<file path="config.mk">
export PLATFORM = sky130hd
export DESIGN_NAME = quadratic_probe_hash_table_unit_flat
export DESIGN_NICKNAME = d
export VERILOG_FILES = /design/src/hdl/qpht_pkg.sv /design/src/hdl/qpht_req_if.sv /design/src/hdl/qpht_rsp_if.sv /design/src/hdl/qpht_ram.sv /design/src/hdl/quadratic_probe_hash_table_unit.sv /design/src/flat_wrapper.sv
export SDC_FILE = /design/constraint.sdc
export NUM_CORES = 2
export LEC_CHECK = 0
export ABC_AREA = 0
export BUFFER_PORTS_ARGS = -buffer_cell sky130_fd_sc_hd__clkbuf_2
export CAP_MARGIN = 20
export CORE_MARGIN = 2
export CORE_UTILIZATION = 56
export CTS_CLUSTER_SIZE = 28
export DETAILED_ROUTE_END_ITERATION = 10
export PLACE_DENSITY = 0.76
export SYNTH_ARGS = -nofsm -noshare
export SYNTH_HDL_FRONTEND = slang
export SYNTH_SLANG_ARGS = --single-unit
</file>
<file path="constraint.sdc">
create_clock -name clk -period 6.2 [get_ports clk]
set_clock_uncertainty 0.1 [all_clocks]
set_input_delay 0.93 -clock clk [delete_from_list [all_inputs] [get_ports clk]]
set_output_delay 0.93 -clock clk [all_outputs]
set_load 0.01 [all_outputs]
</file>
<file path="src/hdl/qpht_pkg.sv">
`default_nettype none
package qpht_pkg;

	localparam int SLOT_BITS_DEF   = 5;
	localparam int PROBE_LIMIT_DEF = 5;
	localparam int KEY_W           = 32;
	localparam int SLOT_OUT_W      = 5;
	localparam int KIND_W          = 2;

	localparam logic [KEY_W-1:0] HASH_SEED = 32'h9e3779b9;
	localparam int HASH_SHL = 6;
	localparam int HASH_SHR = 2;

	typedef logic [1:0] status_t;
	localparam status_t ST_FREE = 2'd0;
	localparam status_t ST_USED = 2'd1;
	localparam status_t ST_TOMB = 2'd2;

	typedef logic [KIND_W-1:0] kind_t;
	localparam kind_t KIND_INSERT = 2'd0;
	localparam kind_t KIND_FIND   = 2'd1;
	localparam kind_t KIND_DELETE = 2'd2;

	function automatic logic [KEY_W-1:0] key_mix(input logic [KEY_W-1:0] own,
			input logic [KEY_W-1:0] desc);
		logic [KEY_W-1:0] t;
		t = desc + HASH_SEED + (own << HASH_SHL) + (own >> HASH_SHR);
		return own ^ t;
	endfunction

endpackage
`default_nettype wire

</file>
<file path="src/hdl/qpht_req_if.sv">
`default_nettype none
interface qpht_req_if;
	logic                          valid;
	logic                          ready;
	logic [qpht_pkg::KIND_W-1:0]   kind;
	logic [qpht_pkg::KEY_W-1:0]    owner;
	logic [qpht_pkg::KEY_W-1:0]    descriptor;
	logic [qpht_pkg::KEY_W-1:0]    payload;

	modport source (output valid, kind, owner, descriptor, payload, input ready);
	modport sink (input valid, kind, owner, descriptor, payload, output ready);
endinterface
`default_nettype wire

</file>
<file path="src/hdl/qpht_rsp_if.sv">
`default_nettype none
interface qpht_rsp_if;
	logic                            valid;
	logic                            ready;
	logic                            ok;
	logic [qpht_pkg::SLOT_OUT_W-1:0] slot;
	logic [qpht_pkg::KEY_W-1:0]      found_value;

	modport source (output valid, ok, slot, found_value, input ready);
	modport sink (input valid, ok, slot, found_value, output ready);
endinterface
`default_nettype wire

</file>
<file path="src/hdl/qpht_ram.sv">
`default_nettype none
module qpht_ram #(
	parameter int ADDR_W = qpht_pkg::SLOT_BITS_DEF,
	parameter int DATA_W = 2
) (
	input  wire logic              clk,
	input  wire logic              en,
	input  wire logic              we,
	input  wire logic [ADDR_W-1:0] addr,
	input  wire logic [DATA_W-1:0] wdata,
	output logic      [DATA_W-1:0] rdata
);

	logic [DATA_W-1:0] mem [2**ADDR_W];

	always_ff @(posedge clk) begin
		if (en) begin
			if (we) begin
				mem[addr] <= wdata;
			end else begin
				rdata <= mem[addr];
			end
		end
	end

endmodule
`default_nettype wire

</file>
<file path="src/hdl/quadratic_probe_hash_table_unit.sv">
// Flow: an accepted request passes through a hash state, then a read and a check state for
// each probe (1 to PROBE_LIMIT), then a done state; an unused kind goes from hash to done.
// One request at a time: each probe reads and checks the single-ported slot memories, and a
// new request is taken only after the done state, which waits while a result is untaken.
// Reset: arst_n clears control state, then a clearing pass marks every slot free while
// ready stays low.
`default_nettype none
module quadratic_probe_hash_table_unit #(
	parameter int SLOT_BITS   = qpht_pkg::SLOT_BITS_DEF,
	parameter int PROBE_LIMIT = qpht_pkg::PROBE_LIMIT_DEF
) (
	input  wire logic   clk,
	input  wire logic   arst_n,
	qpht_req_if.sink    req,
	qpht_rsp_if.source  rsp
);

	localparam int KW    = qpht_pkg::KEY_W;
	localparam int PW    = (PROBE_LIMIT > 1) ? $clog2(PROBE_LIMIT) : 1;
	localparam int ENT_W = 3 * KW;

	typedef enum logic [2:0] {S_CLEAR, S_IDLE, S_HASH, S_READ, S_CHECK, S_DONE} state_t;

	state_t                  state_q;
	logic [SLOT_BITS-1:0]    clr_q;
	qpht_pkg::kind_t         kind_q;
	logic [KW-1:0]           owner_q;
	logic [KW-1:0]           desc_q;
	logic [KW-1:0]           pay_q;
	logic [SLOT_BITS-1:0]    addr_q;
	logic [SLOT_BITS-1:0]    step_q;
	logic [PW-1:0]           cnt_q;
	logic                    res_ok_q;
	logic [SLOT_BITS-1:0]    res_slot_q;
	logic [KW-1:0]           res_val_q;
	logic                    rsp_valid_q;
	logic                    rsp_ok_q;
	logic [qpht_pkg::SLOT_OUT_W-1:0] rsp_slot_q;
	logic [KW-1:0]           rsp_val_q;

	logic                    st_en, st_we;
	logic [SLOT_BITS-1:0]    st_addr;
	qpht_pkg::status_t       st_wdata, st_rdata;
	logic                    ent_en, ent_we;
	logic [ENT_W-1:0]        ent_wdata, ent_rdata;

	logic [KW-1:0]           hash;
	logic                    is_insert, is_delete;
	logic                    key_match, slot_open, ins_take, lookup_hit, lookup_stop;
	logic                    last_probe;

	qpht_ram #(.ADDR_W(SLOT_BITS), .DATA_W(2)) u_status_ram (
		.clk   (clk),
		.en    (st_en),
		.we    (st_we),
		.addr  (st_addr),
		.wdata (st_wdata),
		.rdata (st_rdata)
	);

	qpht_ram #(.ADDR_W(SLOT_BITS), .DATA_W(ENT_W)) u_entry_ram (
		.clk   (clk),
		.en    (ent_en),
		.we    (ent_we),
		.addr  (addr_q),
		.wdata (ent_wdata),
		.rdata (ent_rdata)
	);

	always_comb begin
		hash       = qpht_pkg::key_mix(owner_q, desc_q);
		is_insert  = (kind_q == qpht_pkg::KIND_INSERT);
		is_delete  = (kind_q == qpht_pkg::KIND_DELETE);
		key_match  = (ent_rdata[ENT_W-1 -: KW] == owner_q) &&
		             (ent_rdata[2*KW-1 -: KW] == desc_q);
		slot_open  = (st_rdata == qpht_pkg::ST_FREE) || (st_rdata == qpht_pkg::ST_TOMB);
		ins_take   = (state_q == S_CHECK) && is_insert && slot_open;
		// A tombstone is skipped; any other non-free code counts as a live entry.
		lookup_hit = (state_q == S_CHECK) && !is_insert &&
		             (st_rdata != qpht_pkg::ST_FREE) &&
		             (st_rdata != qpht_pkg::ST_TOMB) && key_match;
		lookup_stop = !is_insert && (st_rdata == qpht_pkg::ST_FREE);
		last_probe = (cnt_q == PW'(PROBE_LIMIT - 1));

		st_we    = (state_q == S_CLEAR) || ins_take || (lookup_hit && is_delete);
		st_en    = st_we || (state_q == S_READ);
		st_addr  = (state_q == S_CLEAR) ? clr_q : addr_q;
		if (state_q == S_CLEAR) begin
			st_wdata = qpht_pkg::ST_FREE;
		end else if (is_insert) begin
			st_wdata = qpht_pkg::ST_USED;
		end else begin
			st_wdata = qpht_pkg::ST_TOMB;
		end
		ent_we    = ins_take;
		ent_en    = ins_take || (state_q == S_READ);
		ent_wdata = {owner_q, desc_q, pay_q};
	end

	assign req.ready       = (state_q == S_IDLE);
	assign rsp.valid       = rsp_valid_q;
	assign rsp.ok          = rsp_ok_q;
	assign rsp.slot        = rsp_slot_q;
	assign rsp.found_value = rsp_val_q;

	always_ff @(posedge clk or negedge arst_n) begin
		if (!arst_n) begin
			state_q     <= S_CLEAR;
			clr_q       <= '0;
			rsp_valid_q <= 1'b0;
		end else begin
			// The done state handles the output register itself.
			if (rsp_valid_q && rsp.ready && state_q != S_DONE) begin
				rsp_valid_q <= 1'b0;
			end
			case (state_q)
				S_CLEAR: begin
					clr_q <= clr_q + 1'b1;
					if (clr_q == '1) begin
						state_q <= S_IDLE;
					end
				end
				S_IDLE: begin
					if (req.valid) begin
						kind_q  <= req.kind;
						owner_q <= req.owner;
						desc_q  <= req.descriptor;
						pay_q   <= req.payload;
						state_q <= S_HASH;
					end
				end
				S_HASH: begin
					addr_q     <= hash[SLOT_BITS-1:0];
					step_q     <= SLOT_BITS'(1);
					cnt_q      <= '0;
					res_ok_q   <= 1'b0;
					res_slot_q <= '0;
					res_val_q  <= '0;
					if (kind_q == qpht_pkg::KIND_INSERT || kind_q == qpht_pkg::KIND_FIND ||
					    kind_q == qpht_pkg::KIND_DELETE) begin
						state_q <= S_READ;
					end else begin
						state_q <= S_DONE;
					end
				end
				S_READ: begin
					state_q <= S_CHECK;
				end
				S_CHECK: begin
					if (ins_take || lookup_hit) begin
						res_ok_q   <= 1'b1;
						res_slot_q <= addr_q;
						if (lookup_hit && !is_delete) begin
							res_val_q <= ent_rdata[KW-1:0];
						end
						state_q <= S_DONE;
					end else if (lookup_stop || last_probe) begin
						state_q <= S_DONE;
					end else begin
						// Successive squares differ by the odd numbers 1, 3, 5, ...
						addr_q  <= addr_q + step_q;
						step_q  <= step_q + SLOT_BITS'(2);
						cnt_q   <= cnt_q + 1'b1;
						state_q <= S_READ;
					end
				end
				S_DONE: begin
					if (!rsp_valid_q || rsp.ready) begin
						rsp_valid_q <= 1'b1;
						rsp_ok_q    <= res_ok_q;
						rsp_slot_q  <= qpht_pkg::SLOT_OUT_W'(res_slot_q);
						rsp_val_q   <= res_val_q;
						state_q     <= S_IDLE;
					end
				end
				default: begin
					state_q <= S_IDLE;
				end
			endcase
		end
	end

	a_one_in_flight: assert property (@(posedge clk) disable iff (!arst_n)
		(req.valid && req.ready) |=> !req.ready)
		else $error("request accepted while another is in progress");

	a_status_write_phase: assert property (@(posedge clk) disable iff (!arst_n)
		st_we |-> (state_q == S_CLEAR || state_q == S_CHECK))
		else $error("status memory written outside clear or check");

	a_fail_is_zero: assert property (@(posedge clk) disable iff (!arst_n)
		(rsp.valid && !rsp.ok) |-> (rsp.slot == '0 && rsp.found_value == '0))
		else $error("failed result carries a nonzero slot or value");

	a_single_port: assert property (@(posedge clk) disable iff (!arst_n)
		(state_q == S_READ) |-> (!st_we && !ent_we))
		else $error("memory write during a probe read");

endmodule
`default_nettype wire

</file>
<file path="src/flat_wrapper.sv">
// flat-port wrapper written by rule: the top's interface ports become plain ports
module quadratic_probe_hash_table_unit_flat 
#(
	parameter int SLOT_BITS   = qpht_pkg::SLOT_BITS_DEF,
	parameter int PROBE_LIMIT = qpht_pkg::PROBE_LIMIT_DEF
)
  (clk, arst_n, req_valid, req_kind, req_owner, req_descriptor, req_payload, req_ready, rsp_valid, rsp_ok, rsp_slot, rsp_found_value, rsp_ready);
  qpht_req_if req_i ();
  qpht_rsp_if rsp_i ();
  input  wire logic clk;
  input  wire logic arst_n;
  input wire logic [$bits(req_i.valid)-1:0] req_valid;
  input wire logic [$bits(req_i.kind)-1:0] req_kind;
  input wire logic [$bits(req_i.owner)-1:0] req_owner;
  input wire logic [$bits(req_i.descriptor)-1:0] req_descriptor;
  input wire logic [$bits(req_i.payload)-1:0] req_payload;
  output wire logic [$bits(req_i.ready)-1:0] req_ready;
  output wire logic [$bits(rsp_i.valid)-1:0] rsp_valid;
  output wire logic [$bits(rsp_i.ok)-1:0] rsp_ok;
  output wire logic [$bits(rsp_i.slot)-1:0] rsp_slot;
  output wire logic [$bits(rsp_i.found_value)-1:0] rsp_found_value;
  input wire logic [$bits(rsp_i.ready)-1:0] rsp_ready;
  assign req_i.valid = req_valid;
  assign req_i.kind = req_kind;
  assign req_i.owner = req_owner;
  assign req_i.descriptor = req_descriptor;
  assign req_i.payload = req_payload;
  assign req_ready = req_i.ready;
  assign rsp_valid = rsp_i.valid;
  assign rsp_ok = rsp_i.ok;
  assign rsp_slot = rsp_i.slot;
  assign rsp_found_value = rsp_i.found_value;
  assign rsp_i.ready = rsp_ready;
  quadratic_probe_hash_table_unit #(.SLOT_BITS(SLOT_BITS), .PROBE_LIMIT(PROBE_LIMIT)) u_core (.clk(clk), .arst_n(arst_n), .req(req_i), .rsp(rsp_i));
endmodule
</file>
==> results.json <==
{
  "outcome": "completed",
  "cp_data_required_time_ns": 6.65,
  "grtUsageMet3_pct": 6.993,
  "tritoncts": "built",
  "drt-vias-per-instance": 7.040,
  "tns_ns": 0,
  "routed_wirelength_normalized_by_instance_count_um": 37.33,
  "mostFrequentLayoutCell": "edfxtp_1",
  "ctsRootBufferMaster": "clkbuf_16",
  "grt_use_total_pct": 29.03,
  "core_um2": 227300,
  "drive_gt1_share_pct": 25.89,
  "final.fill_count": 14150,
  "arrival_time_of_data_at_the_critical_path_endpoint_ns": 5.10,
  "sw_frac_of_total_pct": 23.86,
  "vias": 63560,
  "top_achievable_clock_speed_mhz": 215.2,
  "gp_routability_congestion": 0.8334,
  "cpLargestDelayFamily": "simple AND/OR/NAND/NOR gates",
  "pin_count": 142,
  "max_slew_vio_count": 0,
  "synth.yosys.seq_area_share_pct": 80.38,
  "seq_power_share_pct": 52.2,
  "placement_rows": 175,
  "pwr-share-comb_pct": 10.4,
  "clock_insertion_delay_worst_skew_ns": 0.98,
  "globalRouteMet1Util_pct": 39.44,
  "netlist_area_um2": 128100,
  "detail_route.drc_violations": 0,
  "vdd_drop_max_uv": 352.8,
  "worstSetupStartpoint": "u_core.desc_q[22]$_DFFE_PP_",
  "list_of_cells_traversed_by_the_critical_path": "xor2_1 -> nor4_1 -> and4_1 -> nand4_1 -> o22ai_4 -> buf_4",
  "synth_enable_flop_cells": 3420,
  "dieHeight_um": 482.2,
  "hold_violations": 0,
  "worstHoldPathType": "in -> reg",
  "dp_hpwl_um": 151500,
  "synth_seq_cells": 3429,
  "design_power_total_mw": 51.51,
  "die_area_um2": 232500,
  "post-synth-top-area-cell": "edfxtp_1",
  "cts.clk_slew.worst_paths_ns": 0.06,
  "use_met2_pct": 46.24,
  "total_routed_length_um": 337000,
  "synth_warnings": 0,
  "post_route_antenna_net_violation_count": 0,
  "total_switching_power_mw": 12.29,
  "path_max_fanout": 33,
  "rsz_0062_raised_after_global_routing": "false",
  "drt_pass_1_iters": 6,
  "synth_area_per_cell_um2": 23.56,
  "final-setup-viol-count": 0,
  "design.final.nets": 5904,
  "final_period_minus_worst_setup_slack_ns": 4.646,
  "number_of_global_route_vias_before_repair": 63680,
  "cts_made_buffers": 335,
  "synth_largest_type_area_fraction_pct": 80.20,
  "detailedRoute.firstIterationViolations": 10680,
  "post_synth_inst_count": 5435,
  "most_frequent_cells_in_the_layout": "edfxtp_1 (3,420), mux4_2 (768), a22oi_1 (387)",
  "internal_power_mw": 39.22,
  "initial_antenna_violation_count": 14,
  "crit_path_start_kind": "flop",
  "share_clk_of_total_power_pct": 37.4,
  "multi_input_area_um2": 24180,
  "register_area_um2": 102900,
  "clock_sinks": 3429,
  "total_leakage_power_nw": 44.32,
  "grt_most_used_layer": "met2",
  "syn_to_final_growth_pct": 12.29,
  "syn-num-nets": 5554,
  "ctsLongestPathBuffers": 4,
  "gr-total-overflow": 0,
  "finalCritPeriodShare_pct": 74.93,
  "io_buffers": 141,
  "synth_ff_type": "edfxtp_1",
  "synth_area_leaders": "edfxtp_1 (80%), mux4_2 (14%), a22oi_1 (2.3%)",
  "worst-setup-path-type": "reg -> reg",
  "power_density_normalized_to_cell_area_nw_per_um2": 358.2,
  "die_x_um": 482.2,
  "critPathBufInv": 1,
  "max_slew.worst_pin.slew_ns": 1.150,
  "grt_max_degree": 140,
  "async_flop_share_pct": 0.2625,
  "total_of_max_cap_violations": 0,
  "cts_setup_buffers": 0,
  "initial_utilization_pct": 56.34,
  "worst_hold_path_startpoint": "req_payload[25]",
  "maxSlewHeadroom_pct": 23.33,
  "grt_pass1_wl_um": 472900,
  "slowest_delay_ns": 0.98,
  "distinct_cells_synth": 52,
  "worst_path_max_delay_cell": "edfxtp_1",
  "cts_htree_levels": 5,
  "crit-reg2reg-launch": "u_core.desc_q[22]$_DFFE_PP_",
  "setup.worst_path.end_class": "flop"
}
## power by group through the flow
stage / Combinational, mW / Clock (mW) / Sequential, mW
after floorplan: 3.48 / 0 / 27.2
after global placement: 5.14 / 0 / 27.3
after detailed placement: 5.21 / 0 / 27.4
after CTS: 5.31 / 19.4 / 26.9
after global routing: 5.61 / 20.2 / 26.9
final: 5.35 / 19.3 / 26.9
## state kept, by name, indices dropped and copies added (netlist names)
register                   count
u_core.desc_q                 32
u_core.cnt_q                   3
u_core.state_q                 3
u_core.res_slot_q              5
u_core.clr_q                   5
u_core.u_status_ram.mem       64
u_core.res_ok_q                1
u_core.step_q                  4
u_core.u_entry_ram.rdata      96
u_core.kind_q                  2
u_core.rsp.found_value        32
u_core.u_status_ram.rdata      2
u_core.pay_q                  32
u_core.res_val_q              32
u_core.owner_q                32
u_core.u_entry_ram.mem      3072
u_core.rsp.ok                  1
u_core.rsp.slot                5
u_core.rsp.valid               1
u_core.addr_q                  5
## layout make-up
type	instances	area share, %
diodes	4	0.006961
clock buffers	396	6.093
clock inverters	171	0.9546
inverters	15	0.03916
multi-input cells	1702	16.82
flip-flops and latches	3429	71.58
well taps	3009	2.618
repair buffers	302	1.890
## synthesized netlist by cell type (4+ instances only)
| master | count |
|---|---|
| edfxtp_1 | 3420 |
| a21o_1 | 4 |
| a211oi_1 | 30 |
| and2_1 | 41 |
| a22oi_1 | 387 |
| ha_1 | 15 |
| xor2_1 | 71 |
| a21oi_1 | 24 |
| nor2b_1 | 7 |
| mux2_2 | 4 |
| buf_2 | 66 |
| nor3_1 | 16 |
| clkbuf_1 | 166 |
| mux4_2 | 768 |
| dfrtp_1 | 9 |
| nand3_1 | 10 |
| inv_1 | 15 |
| nand2_1 | 38 |
| buf_1 | 51 |
| nand4_1 | 107 |
| nor2_1 | 58 |
| nor4_1 | 31 |
| or3_1 | 6 |
| o32ai_1 | 4 |
| o21ai_0 | 4 |
| nand2b_1 | 9 |
| and3_1 | 4 |
| mux2i_1 | 23 |
| buf_6 | 4 |
| xnor2_1 | 12 |
## per-layer routing
metal | share of wire, % | up-vias
met4 | 4.2 | 8
met1 | 35 | 33400
met2 | 49 | 5195
met5 | 0.015 | -
met3 | 12 | 841
li1 | - | 24110
## cell families (layout without fill, tap and decap cells)
group | Yosys count | after routing | share of synthesized area, %
fa+ha+maj | 17 | 17 | 0.1778
mux | 795 | 795 | 13.72
simple gates | 344 | 344 | 1.507
other cells | 0 | 4 | 0
buf+inv | 304 | 884 | 0.9849
xor+xnor | 83 | 83 | 0.5677
compound gates | 463 | 463 | 2.665
flops | 3429 | 3429 | 80.38
## worst paths after layout
kind	slack [ns]	endpoint	cells past startpoint
max	1.55	u_core.res_val_q[18]$_SDFFCE_PP0P_	6
max reg2reg	1.55	u_core.res_val_q[18]$_SDFFCE_PP0P_	6
min reg2reg	0.29	u_core.rsp.found_value[17]$_DFFE_PP_	0
min	0.06	u_core.pay_q[25]$_DFFE_PP_	1
min in group asynchronous	0.35	u_core.rsp.valid$_DFF_PN0_	2
max in group asynchronous	5.37	u_core.clr_q[1]$_DFFE_PN0P_	2
## per-stage QoR
stage          setup WS, ns  cell area [um2]  hold slack (ns)  util, %  std cells
3_3_place_gp          1.864           133500           0.3038    58.74       8444
6_report              1.554           143800          0.05986    63.27       9028
2_1_floorplan       -0.2856           128100           0.3003        -       5435
4_1_cts               1.780           143700         0.001103    63.25       9022
5_1_grt               1.443           143800          0.02974    63.26       9025
3_5_place_dp          1.856           133500           0.3057    58.75       8446
## repair_timing
item,in CTS,in global routing
gates resized for setup,0,0
endpoints found under the hold margin,17,0
hold buffers,9,0
Note: power is estimated with default switching activity, not from simulation.
